### config.mk
export PLATFORM = sky130hd
export DESIGN_NAME = video_line_group_decoder_core_flat
export DESIGN_NICKNAME = d
export VERILOG_FILES = /design/src/rtl/core/vlgd_pkg.sv /design/src/rtl/core/vlgd_in_if.sv /design/src/rtl/core/vlgd_out_if.sv /design/src/rtl/core/video_line_group_decoder_core.sv /design/src/rtl/core/vlgd_painter.sv /design/src/flat_wrapper.sv
export SDC_FILE = /design/constraint.sdc
export NUM_CORES = 1
export LEC_CHECK = 0
export ABC_CLOCK_PERIOD_IN_PS = 11900
export BUFFER_PORTS_ARGS = -buffer_cell sky130_fd_sc_hd__buf_2
export CORE_MARGIN = 1
export CORE_UTILIZATION = 59
export DETAILED_ROUTE_END_ITERATION = 6
export GPL_ROUTABILITY_DRIVEN = 0
export PLACE_DENSITY = 0.76
export SLEW_MARGIN = 5
export SYNTH_ARGS = -nofsm -noshare
export SYNTH_HDL_FRONTEND = slang
export SYNTH_SLANG_ARGS = --single-unit
### constraint.sdc
create_clock -name clk -period 11.9 [get_ports clk]
set_clock_uncertainty 0.05 [all_clocks]
set_input_delay 2.38 -clock clk [delete_from_list [all_inputs] [get_ports clk]]
set_output_delay 2.38 -clock clk [all_outputs]
set_load 0.01 [all_outputs]
### src/rtl/core/vlgd_pkg.sv
`timescale 1ns / 1ps
`default_nettype none
// ----------------------------------------------------------------------------
// vlgd_pkg
// Types, group codes and helpers shared by the line group decoder.
// ----------------------------------------------------------------------------
package vlgd_pkg;

	localparam int GroupsPerLineDef = 44;
	localparam int GroupPixels      = 16;

	// group codes
	localparam logic [7:0] CODE_FILL1   = 8'h01;
	localparam logic [7:0] CODE_FILL2   = 8'h02;
	localparam logic [7:0] CODE_BITMAP3 = 8'h03;
	localparam logic [7:0] CODE_FILL4   = 8'h04;
	localparam logic [7:0] CODE_BITMAP6 = 8'h06;
	localparam logic [7:0] CODE_FILL8   = 8'h08;
	localparam logic [7:0] CODE_LITERAL = 8'h10;

	typedef logic [7:0] pixel_t;
	typedef pixel_t [GroupPixels-1:0] group_pix_t;
	typedef pixel_t [1:0] colour_pair_t;

	typedef struct packed {
		logic [7:0] in_byte;
		logic       line_start;
	} in_item_t;

	typedef struct packed {
		logic [31:0] pixels_0_3;
		logic [31:0] pixels_4_7;
		logic [31:0] pixels_8_11;
		logic [31:0] pixels_12_15;
		logic [5:0]  group_index;
		logic        last_group;
	} out_item_t;

	// control handed to the painter
	typedef struct packed {
		logic       code_byte;   // byte is a group code byte
		logic [7:0] code;        // code in effect for this byte
		logic [3:0] data_idx;    // data byte index within group
	} paint_ctl_t;

	// data bytes that follow a code byte; zero for unknown codes
	function automatic logic [4:0] data_bytes_for(input logic [7:0] code);
		logic [4:0] n;
		case (code)
			CODE_FILL1:   n = 5'd1;
			CODE_FILL2:   n = 5'd2;
			CODE_BITMAP3: n = 5'd3;
			CODE_FILL4:   n = 5'd4;
			CODE_BITMAP6: n = 5'd6;
			CODE_FILL8:   n = 5'd8;
			CODE_LITERAL: n = 5'd16;
			default:      n = 5'd0;
		endcase
		return n;
	endfunction

endpackage
`default_nettype wire

### src/rtl/core/vlgd_in_if.sv
`timescale 1ns / 1ps
`default_nettype none
// ----------------------------------------------------------------------------
// vlgd_in_if
// Valid/ready channel carrying compressed line bytes.
// ----------------------------------------------------------------------------
interface vlgd_in_if;
	import vlgd_pkg::*;

	logic     valid;
	logic     ready;
	in_item_t item;

	modport source (output valid, output item, input ready);
	modport sink   (input valid, input item, output ready);
endinterface
`default_nettype wire

### src/rtl/core/vlgd_out_if.sv
`timescale 1ns / 1ps
`default_nettype none
// ----------------------------------------------------------------------------
// vlgd_out_if
// Valid/ready channel carrying decoded pixel groups.
// ----------------------------------------------------------------------------
interface vlgd_out_if;
	import vlgd_pkg::*;

	logic      valid;
	logic      ready;
	out_item_t item;

	modport source (output valid, output item, input ready);
	modport sink   (input valid, input item, output ready);
endinterface
`default_nettype wire

### src/rtl/core/video_line_group_decoder_core.sv
`timescale 1ns / 1ps
`default_nettype none
// ----------------------------------------------------------------------------
// video_line_group_decoder_core
// Decodes compressed video lines into 16-pixel groups.
// ----------------------------------------------------------------------------
// Output: a group item appears in the cycle after the byte that completes it.
// Throughput: one byte per cycle, sustained while the output is taken; a byte
// is held off only while a finished group waits in the output register and
// the output side is stalled.
// Reset: arst_n clears the decoder to the code byte of group 0 and empties
// the output register; pixel and colour storage is not reset.
// ----------------------------------------------------------------------------
module video_line_group_decoder_core #(
	parameter int GROUPS_PER_LINE = vlgd_pkg::GroupsPerLineDef
) (
	input  logic            clk,
	input  logic            arst_n,
	vlgd_in_if.sink         in_stream,
	vlgd_out_if.source      out_stream
);
	import vlgd_pkg::*;

	// decoder state
	logic [7:0]   group_code_q;
	logic [4:0]   bytes_taken_q;   // 0: expecting a code byte
	logic [5:0]   group_counter_q;
	group_pix_t   pix_q;
	colour_pair_t col_q;

	// output register
	logic      out_vld_q;
	out_item_t out_item_q;

	logic         take;
	logic [7:0]   b;
	logic [4:0]   bt;          // bytes taken, after line start resync
	logic [5:0]   gc;          // group index, after line start resync
	logic [4:0]   need;
	logic         emit;
	logic         last;
	paint_ctl_t   ctl;
	group_pix_t   pix_nxt;
	colour_pair_t col_nxt;

	// accept whenever the output slot is free or being drained
	assign in_stream.ready = !out_vld_q || out_stream.ready;
	assign take            = in_stream.valid && in_stream.ready;

	assign out_stream.valid = out_vld_q;
	assign out_stream.item  = out_item_q;

	always_comb begin
		b  = in_stream.item.in_byte;
		bt = in_stream.item.line_start ? 5'd0 : bytes_taken_q;
		gc = in_stream.item.line_start ? 6'd0 : group_counter_q;

		ctl.code_byte = (bt == 5'd0);
		ctl.code      = ctl.code_byte ? b : group_code_q;
		ctl.data_idx  = 4'(bt - 5'd1);

		need = data_bytes_for(ctl.code);
		// a code byte of an unknown code completes a black group at once;
		// a data byte completes the group when bt reaches the data count
		emit = ctl.code_byte ? (need == 5'd0) : (bt >= need);
		last = (gc >= 6'(GROUPS_PER_LINE - 1));
	end

	vlgd_painter u_painter (
		.ctl     (ctl),
		.in_byte (b),
		.pix_cur (pix_q),
		.col_cur (col_q),
		.pix_nxt (pix_nxt),
		.col_nxt (col_nxt)
	);

	// control state
	always_ff @(posedge clk or negedge arst_n) begin
		if (!arst_n) begin
			group_code_q    <= '0;
			bytes_taken_q   <= '0;
			group_counter_q <= '0;
			out_vld_q       <= 1'b0;
		end else begin
			if (take) begin
				group_code_q <= ctl.code;
				if (emit) begin
					bytes_taken_q   <= 5'd0;
					group_counter_q <= last ? 6'd0 : 6'(gc + 6'd1);
				end else begin
					bytes_taken_q   <= 5'(bt + 5'd1);
					group_counter_q <= gc;
				end
			end
			if (take && emit)
				out_vld_q <= 1'b1;
			else if (out_stream.ready)
				out_vld_q <= 1'b0;
		end
	end

	// pixel storage and result payload
	always_ff @(posedge clk) begin
		if (take) begin
			pix_q <= pix_nxt;
			col_q <= col_nxt;
		end
		if (take && emit) begin
			out_item_q.pixels_0_3   <= {pix_nxt[3],  pix_nxt[2],  pix_nxt[1],  pix_nxt[0]};
			out_item_q.pixels_4_7   <= {pix_nxt[7],  pix_nxt[6],  pix_nxt[5],  pix_nxt[4]};
			out_item_q.pixels_8_11  <= {pix_nxt[11], pix_nxt[10], pix_nxt[9],  pix_nxt[8]};
			out_item_q.pixels_12_15 <= {pix_nxt[15], pix_nxt[14], pix_nxt[13], pix_nxt[12]};
			out_item_q.group_index  <= gc;
			out_item_q.last_group   <= last;
		end
	end

endmodule
`default_nettype wire

### src/rtl/core/vlgd_painter.sv
`timescale 1ns / 1ps
`default_nettype none
// ----------------------------------------------------------------------------
// vlgd_painter
// Applies one byte to the group pixel buffer and the colour pair.
// ----------------------------------------------------------------------------
module vlgd_painter (
	input  vlgd_pkg::paint_ctl_t   ctl,
	input  logic [7:0]             in_byte,
	input  vlgd_pkg::group_pix_t   pix_cur,
	input  vlgd_pkg::colour_pair_t col_cur,
	output vlgd_pkg::group_pix_t   pix_nxt,
	output vlgd_pkg::colour_pair_t col_nxt
);
	import vlgd_pkg::*;

	logic [1:0] mod3;
	logic       half;
	logic [2:0] fill_sh;

	always_comb begin
		half = (ctl.data_idx >= 4'd3);
		mod3 = half ? 2'(ctl.data_idx - 4'd3) : ctl.data_idx[1:0];
		case (ctl.code)
			CODE_FILL1: fill_sh = 3'd4;
			CODE_FILL2: fill_sh = 3'd3;
			CODE_FILL4: fill_sh = 3'd2;
			CODE_FILL8: fill_sh = 3'd1;
			default:    fill_sh = 3'd0;
		endcase
	end

	always_comb begin
		pix_nxt = pix_cur;
		col_nxt = col_cur;
		if (ctl.code_byte) begin
			// unknown code: black group
			if (data_bytes_for(in_byte) == 5'd0)
				pix_nxt = '0;
		end else begin
			case (ctl.code)
				CODE_BITMAP3: begin
					if (ctl.data_idx < 4'd2)
						col_nxt[ctl.data_idx[0]] = in_byte;
					else
						for (int i = 0; i < GroupPixels; i++)
							pix_nxt[i] = col_cur[in_byte[3'(7 - i / 2)]];
				end
				CODE_BITMAP6: begin
					if (mod3 != 2'd2)
						col_nxt[mod3[0]] = in_byte;
					else
						for (int i = 0; i < GroupPixels; i++)
							if (1'(i / 8) == half)
								pix_nxt[i] = col_cur[in_byte[3'(7 - i % 8)]];
				end
				CODE_FILL1, CODE_FILL2, CODE_FILL4, CODE_FILL8, CODE_LITERAL: begin
					for (int i = 0; i < GroupPixels; i++)
						if ((4'(i) >> fill_sh) == ctl.data_idx)
							pix_nxt[i] = in_byte;
				end
				default: begin
					pix_nxt = pix_cur;
				end
			endcase
		end
	end

endmodule
`default_nettype wire

### src/flat_wrapper.sv
// flat-port wrapper written by rule: the top's interface ports become plain ports
module video_line_group_decoder_core_flat import vlgd_pkg::*;
#(
	parameter int GROUPS_PER_LINE = vlgd_pkg::GroupsPerLineDef
)
  (clk, arst_n, in_stream_valid, in_stream_item, in_stream_ready, out_stream_valid, out_stream_item, out_stream_ready);
  vlgd_in_if in_stream_i ();
  vlgd_out_if out_stream_i ();
  input  logic clk;
  input  logic arst_n;
  input wire logic [$bits(in_stream_i.valid)-1:0] in_stream_valid;
  input wire logic [$bits(in_stream_i.item)-1:0] in_stream_item;
  output wire logic [$bits(in_stream_i.ready)-1:0] in_stream_ready;
  output wire logic [$bits(out_stream_i.valid)-1:0] out_stream_valid;
  output wire logic [$bits(out_stream_i.item)-1:0] out_stream_item;
  input wire logic [$bits(out_stream_i.ready)-1:0] out_stream_ready;
  assign in_stream_i.valid = in_stream_valid;
  assign in_stream_i.item = in_stream_item;
  assign in_stream_ready = in_stream_i.ready;
  assign out_stream_valid = out_stream_i.valid;
  assign out_stream_item = out_stream_i.item;
  assign out_stream_i.ready = out_stream_ready;
  video_line_group_decoder_core #(.GROUPS_PER_LINE(GROUPS_PER_LINE)) u_core (.clk(clk), .arst_n(arst_n), .in_stream(in_stream_i), .out_stream(out_stream_i));
endmodule
# [Word level (Yosys, flattened, before mapping)]
# Cells that the tools add are included.
[totals] input_bits=13 out_inout_bits=137 ff_bits=299 wordCells=175
[op_classes] eq_ne=33 n_addsub=4 bitwise=1 n_reduce_logical=13 shift=16 magnitude_cmp=12 mux=68
[op_table] cell="$mux 128" count=4
[op_table] cell="$pmux 128 s3" count=1
[op_table] cell="$mux 8" count=43
[op_table] cell="$pmux 5 s7" count=2
[op_table] cell="$eq 4x4->1" count=16
[op_table] cell="$bwmux 16" count=2
[op_table] cell="$eq 8x2->1 const B" count=4
[op_table] cell="$eq 8x3->1 const B" count=4
[op_table] cell="$mux 16" count=2
[op_table] cell="$pmux 16 s2" count=1
[op_table] cell="$shr 4x3->4 const A" count=8
[op_table] cell="$mux 6" count=3
[op_table] cell="$demux 8 s1" count=2
[op_table] cell="$eq 8x1->1 const B" count=2
[op_table] cell="$eq 8x4->1 const B" count=2
[op_table] cell="$eq 8x5->1 const B" count=2
[op_table] cell="$shr 3x3->4 const A" count=4
[op_table] cell="$logic_not 5->1" count=3
[op_table] cell="$mux 5" count=3
[op_table] cell="$lt 1x2->1 const B" count=6
[op_table] cell="$pmux 3 s4" count=1
[op_table] cell="$shr 1x3->4 const A" count=2
[op_table] cell="$shr 2x3->4 const A" count=2
[op_table] cell="$add 6x1->6 const B" count=1
[op_table] cell="other kinds (18)" count=27

# [Depth between registers and ports, before layout]
[depth] depth_word=11 mapped_depth=22

# [Cells and area by module]
# A second synthesis with hierarchy kept.
[hier_totals] hier_cells=1379 hier_area_um2=15763.9
[by_module_without_submodules] mod="video_line_group_decoder_core" seq_area_each_um2=8878.5 area_each_um2=9935.8 instances=1 cells_each=466
[by_module_without_submodules] mod="vlgd_painter" seq_area_each_um2=0.0 area_each_um2=5828.1 instances=1 cells_each=913

# [Least setup slack after synthesis]
# OpenSTA, ideal clock, no wires.
[synth_path] path_type="input to register" from="in in_stream_item[0]" to="reg u_core.out_item_q (netlist bit u_core.out_stream.item[0]), enable pin" path_stages=20 setup_ps=632 slack_ps=-561 t_arrival_ps=11779 path_buffers=4 required_ps=11218 path_cell_list="clkbuf_1 nor2b_1 inv_1 buf_1 ha_1 buf_2 or4b_1 buf_4 nand2_4 mux2i_1 clkinv_1 nor2_1 nor3_1 ha_1 a21o_1 a21o_1 a21o_1 a211o_1 nand2_1 nor2_1"
[synth_via] elab_chain_cells=8 elab_cells_between_ends=15 cone_classes="order compare: 1; eq/ne: 7; mux: 4; reduce/logical: 3"
[synth_rtl] item="start, declared" line="flat_wrapper.sv:12" rtl="input wire logic [$bits(in_stream_i.item)-1:0] in_stream_item;"
[synth_rtl] item="$mux 5 (*)" line="video_line_group_decoder_core.sv:55" rtl="bt = in_stream.item.line_start ? 5'd0 : bytes_taken_q;"
[synth_rtl] item="$logic_not 5->1" line="video_line_group_decoder_core.sv:58" rtl="ctl.code_byte = (bt == 5'd0);"
[synth_rtl] item="$mux 8" line="video_line_group_decoder_core.sv:59" rtl="ctl.code = ctl.code_byte ? b : group_code_q;"
[synth_rtl] item="$eq 8x5->1, or another cell as far along" line="vlgd_pkg.sv:49" rtl="case (code)"
[synth_rtl] item="$pmux 5 s7" line="vlgd_pkg.sv:49"
[synth_rtl] item="$ge 5x5->1 / $logic_not 5->1 (equally long branches)" line="video_line_group_decoder_core.sv:65" rtl="emit = ctl.code_byte ? (need == 5'd0) : (bt >= need);"
[synth_rtl] item="$mux 1 (*)" line="video_line_group_decoder_core.sv:65"
[synth_rtl] item="$logic_and 1x1->1 (*)" line="video_line_group_decoder_core.sv:109" rtl="if (take && emit) begin"
[synth_rtl] item="end, declared" line="video_line_group_decoder_core.sv:33" rtl="out_item_t out_item_q;"
# Every way passes the cells marked *; elsewhere a longest branch is shown, timed or not.
# A chain may end at the register's enable or synchronous reset.

# [Final worst setup path]
[layout_path] from="in in_stream_item[0]" to="reg u_core.out_item_q (netlist bit u_core.out_stream.item[29]), enable pin"
# The elaborated chain is that of the path after synthesis.

==> flow_summary.ini <==
[sta]
slew_headroom_pct = 13.1
timing_hold_violations_final = 0
setup_viol = 0
setup_total_negative_slack_ns = 0
maxClockFrequency_mhz = 117
layout_min_cycle_time_ns = 8.52
rsz0062_at_grt = no
worst-slew-pin-transition_ns = 1.30
final_max_slew_viol_count = 0
final_cycle_utilization_of_the_critical_path_pct = 71.6
worst_case_setup_margin_in_the_final_layout_ns = 3.38

[global_routing]
grt_pass1_wl_mm = 63.7
grt.total_usage_pct = 32.9
number_of_global_route_vias_before_repair = 10400
grt_antenna_before_repair = 0
grt_start_max_net_pins = 81
globalRouteOverflowTotal = 0

[route]
detailed_route_vias_per_instance = 6.97
dr.first_iter.drc_count = 1669
drcViolationCount = 1
routed_length_on_met2_mm = 18.1
detail_route.wirelength.met1_mm = 17.2
wire_per_inst_um = 25.7
top_layer_used = met4
drt_pre_antenna_iters = 7
route.antenna.remaining_nets = 0
postRouteWirelength_mm = 42.5
detailroute.via_count = 11500
met3_wirelength_mm = 5.22

[final_layout]
antenna_cells_inserted = 0
drive_gt1_share_pct = 19.7
final_net_count = 1338
area_growth_pct = 12.6

[clock_tree]
tritoncts = done
clk_path_buf_depth = 3
cts_resized = 0
clk_latency_ns = 0.56
cts_buffers = 28
cts_max_level = 1
clk_pin_slew_ns = 0.07
post_cts.repair.setup_buffers = 0
clock_tree.root_cell = clkbuf_16
ctsHoldBuffers = 0
clock_sink_count = 299

[logic_synthesis]
yosys.area.top_type = edfxtp_1
syn-num-nets = 1218
yosys_warnings = 0
yosys.area.top_type_share_pct = 56.7
synthArstFlopShare_pct = 6.69
synth_edf_count = 279
synth_cells = 1187
synth-seq-area-share_pct = 60.1
post_synth_num_cell_types = 98
syn-cell-area_mm2 = 0.0148
synth_flop_cell = edfxtp_1
ys_seq_elements = 299
avgSynthCellArea_um2 = 12.4
ys_top_cells_by_area = edfxtp_1 (57%), a221o_1 (4.4%), dfrtp_1 (3.4%)

[place]
detailed_place_hpwl_mm = 27.9
buffer_ports.inserted = 149
worst_setup_slack_before_clock_tree_synthesis_ns = 3.02

[floorplan]
core_mm2 = 0.0245
floorplan.die.width_um = 160
std_cell_rows = 57
floorplan.io_pins = 150
floorplan.die.height_um = 160
initial_core_util_pct = 60.4
floorplan.die_area_mm2 = 0.0257

[pwr]
cellPowerDensity_mw_per_mm2 = 141
fin_total_pwr_mw = 2.34
power.ir.vdd_worst_v = 0.000104
static-leakage-power_nw = 6.16

[critical_path]
critPathCaptureType = flip-flop
required_time_at_the_worst_slack_endpoint_ns = 12.03
path_class = in -> reg
cp.arrival_ns = 8.64
startpoint_type = input pin
critPathMaxFanout = 61

[job]
cap_viol_max_count = 0

[outcome]
violated_checks = DRC
outcome = finished with violations

[hold_path]
min_path_type = reg -> reg
routing by layer:
layer | vias to the layer above | GRT usage [%]
met5 | - | 0
met4 | 0 | 13.0
met3 | 148 | 6.13
met2 | 925 | 48.7
met1 | 5482 | 48.3
li1 | 4965 | -
cells by family (layout without fill, tap and decap cells):
logic type	Yosys count	in the layout	synth area share, %
AOI/OAI and AO/OA	365	365	19.6
and+or+nand+nor	325	325	11.1
DFF	299	299	60.1
buffers and inverters	115	257	3.19
muxes	44	44	3.18
xor gates and xnor gates	21	21	1.25
adders and majority gates	18	18	1.53
path summary, 6_finish.rpt:
path                                              end                       from  slack [ns]  depth (start not counted)
max in group asynchronous     u_core.bytes_taken_q[2]                     arst_n        9.71                          1
hold / removal              u_core.group_counter_q[5]  u_core.group_counter_q[5]        0.45                          1
hold reg to reg             u_core.group_counter_q[5]  u_core.group_counter_q[5]        0.45                          1
setup reg to reg           u_core.out_stream.item[29]    u_core.bytes_taken_q[0]        4.99                         17
setup / recovery           u_core.out_stream.item[29]          in_stream_item[0]        3.38                         18
min in group asynchronous      u_core.group_code_q[7]                     arst_n        1.74                          1
cell usage after synthesis (all sizes together), types with 6 or more instances:
| library cell | n |
|---|---|
| a21o | 8 |
| a22o | 36 |
| inv | 40 |
| o21ai | 56 |
| nor2 | 107 |
| clkbuf | 47 |
| and2 | 8 |
| edfxtp | 279 |
| o22ai | 9 |
| a221oi | 11 |
| nand3 | 23 |
| mux2 | 10 |
| xor2 | 7 |
| nand2 | 59 |
| nand4 | 8 |
| nand2b | 14 |
| a211oi | 6 |
| nor4 | 7 |
| a21oi | 57 |
| a22oi | 14 |
| dfrtp | 20 |
| o221ai | 11 |
| buf | 27 |
| o21a | 13 |
| ha | 18 |
| a31oi | 6 |
| mux2i | 34 |
| a221o | 65 |
| a41oi | 7 |
| or3 | 8 |
| o31ai | 12 |
| nor3 | 49 |
| xnor2 | 14 |
| and3 | 10 |
| o211ai | 7 |
| nor2b | 12 |
through the flow:
stage                     hold WS (ns)  instances  util [%]  instance area (um^2)
after CTS                        0.447       1653      68.0                 16600
after detailed placement         0.433       1601      64.3                 15700
after global routing             0.470       1653      68.0                 16600
final                            0.450       1653      68.0                 16600
after global placement           0.421       1601      64.3                 15700
after floorplan                  0.404       1187         -                 14800
area by class of cell:
type	instances	area [um^2]
inverter	41	156
timing repair buffer	164	858
fill	1744	7830
clock buffer	36	731
multi-input combinational	773	5420
tap	324	405
sequential	299	8880
clock inverter	16	176
layout by cell type (no fill, tap or decap), drive strengths merged, types with 5 or more instances in the layout:
master	n
a211oi	6
a21o	8
a21oi	57
a221o	65
a221oi	11
a22o	36
a22oi	14
a31oi	6
a32oi	5
a41oi	7
and2	8
and3	10
buf	164
clkbuf	36
clkinv	11
dfrtp	20
edfxtp	279
ha	18
inv	41
mux2	10
mux2i	34
nand2	59
nand2b	14
nand3	23
nand4	8
nor2	107
nor2b	12
nor3	49
nor4	7
nor4b	5
o211ai	7
o21a	13
o21ai	56
o221ai	11
o22ai	9
o31ai	12
or3	8
xnor2	14
xor2	7
registers in the layout, summed over array words and instances, names as in the netlist:
| name | count |
|---|---|
| u_core.col_q | 16 |
| u_core.group_code_q | 8 |
| u_core.bytes_taken_q | 5 |
| u_core.pix_q | 128 |
| u_core.out_stream.item | 135 |
| u_core.out_stream.valid | 1 |
| u_core.group_counter_q | 6 |
worst max-delay path, stage by stage:
cell,delay (ns)
buf_2,0.26
nor2b_2,0.93
inv_1,0.64
ha_1,0.48
or4b_1,0.41
nand2_4,0.38
mux2i_1,0.44
clkinv_1,0.27
nor2_1,0.30
nor3_1,0.09
ha_1,0.29
a21o_1,0.10
a21o_1,0.10
a21o_1,0.11
a211o_1,0.25
nand2_1,0.23
nor2_4,0.21
buf_4,0.66
where the power goes:
| group | switching, mW | leakage, nW | internal [mW] |
|---|---|---|---|
| Sequential | 0.0320 | 3.01 | 1.22 |
| Combinational | 0.141 | 2.71 | 0.0586 |
| Clock | 0.387 | 0.439 | 0.502 |
| Total | 0.560 | 6.16 | 1.78 |
No activity file was read; power rests on OpenSTA's default activity.
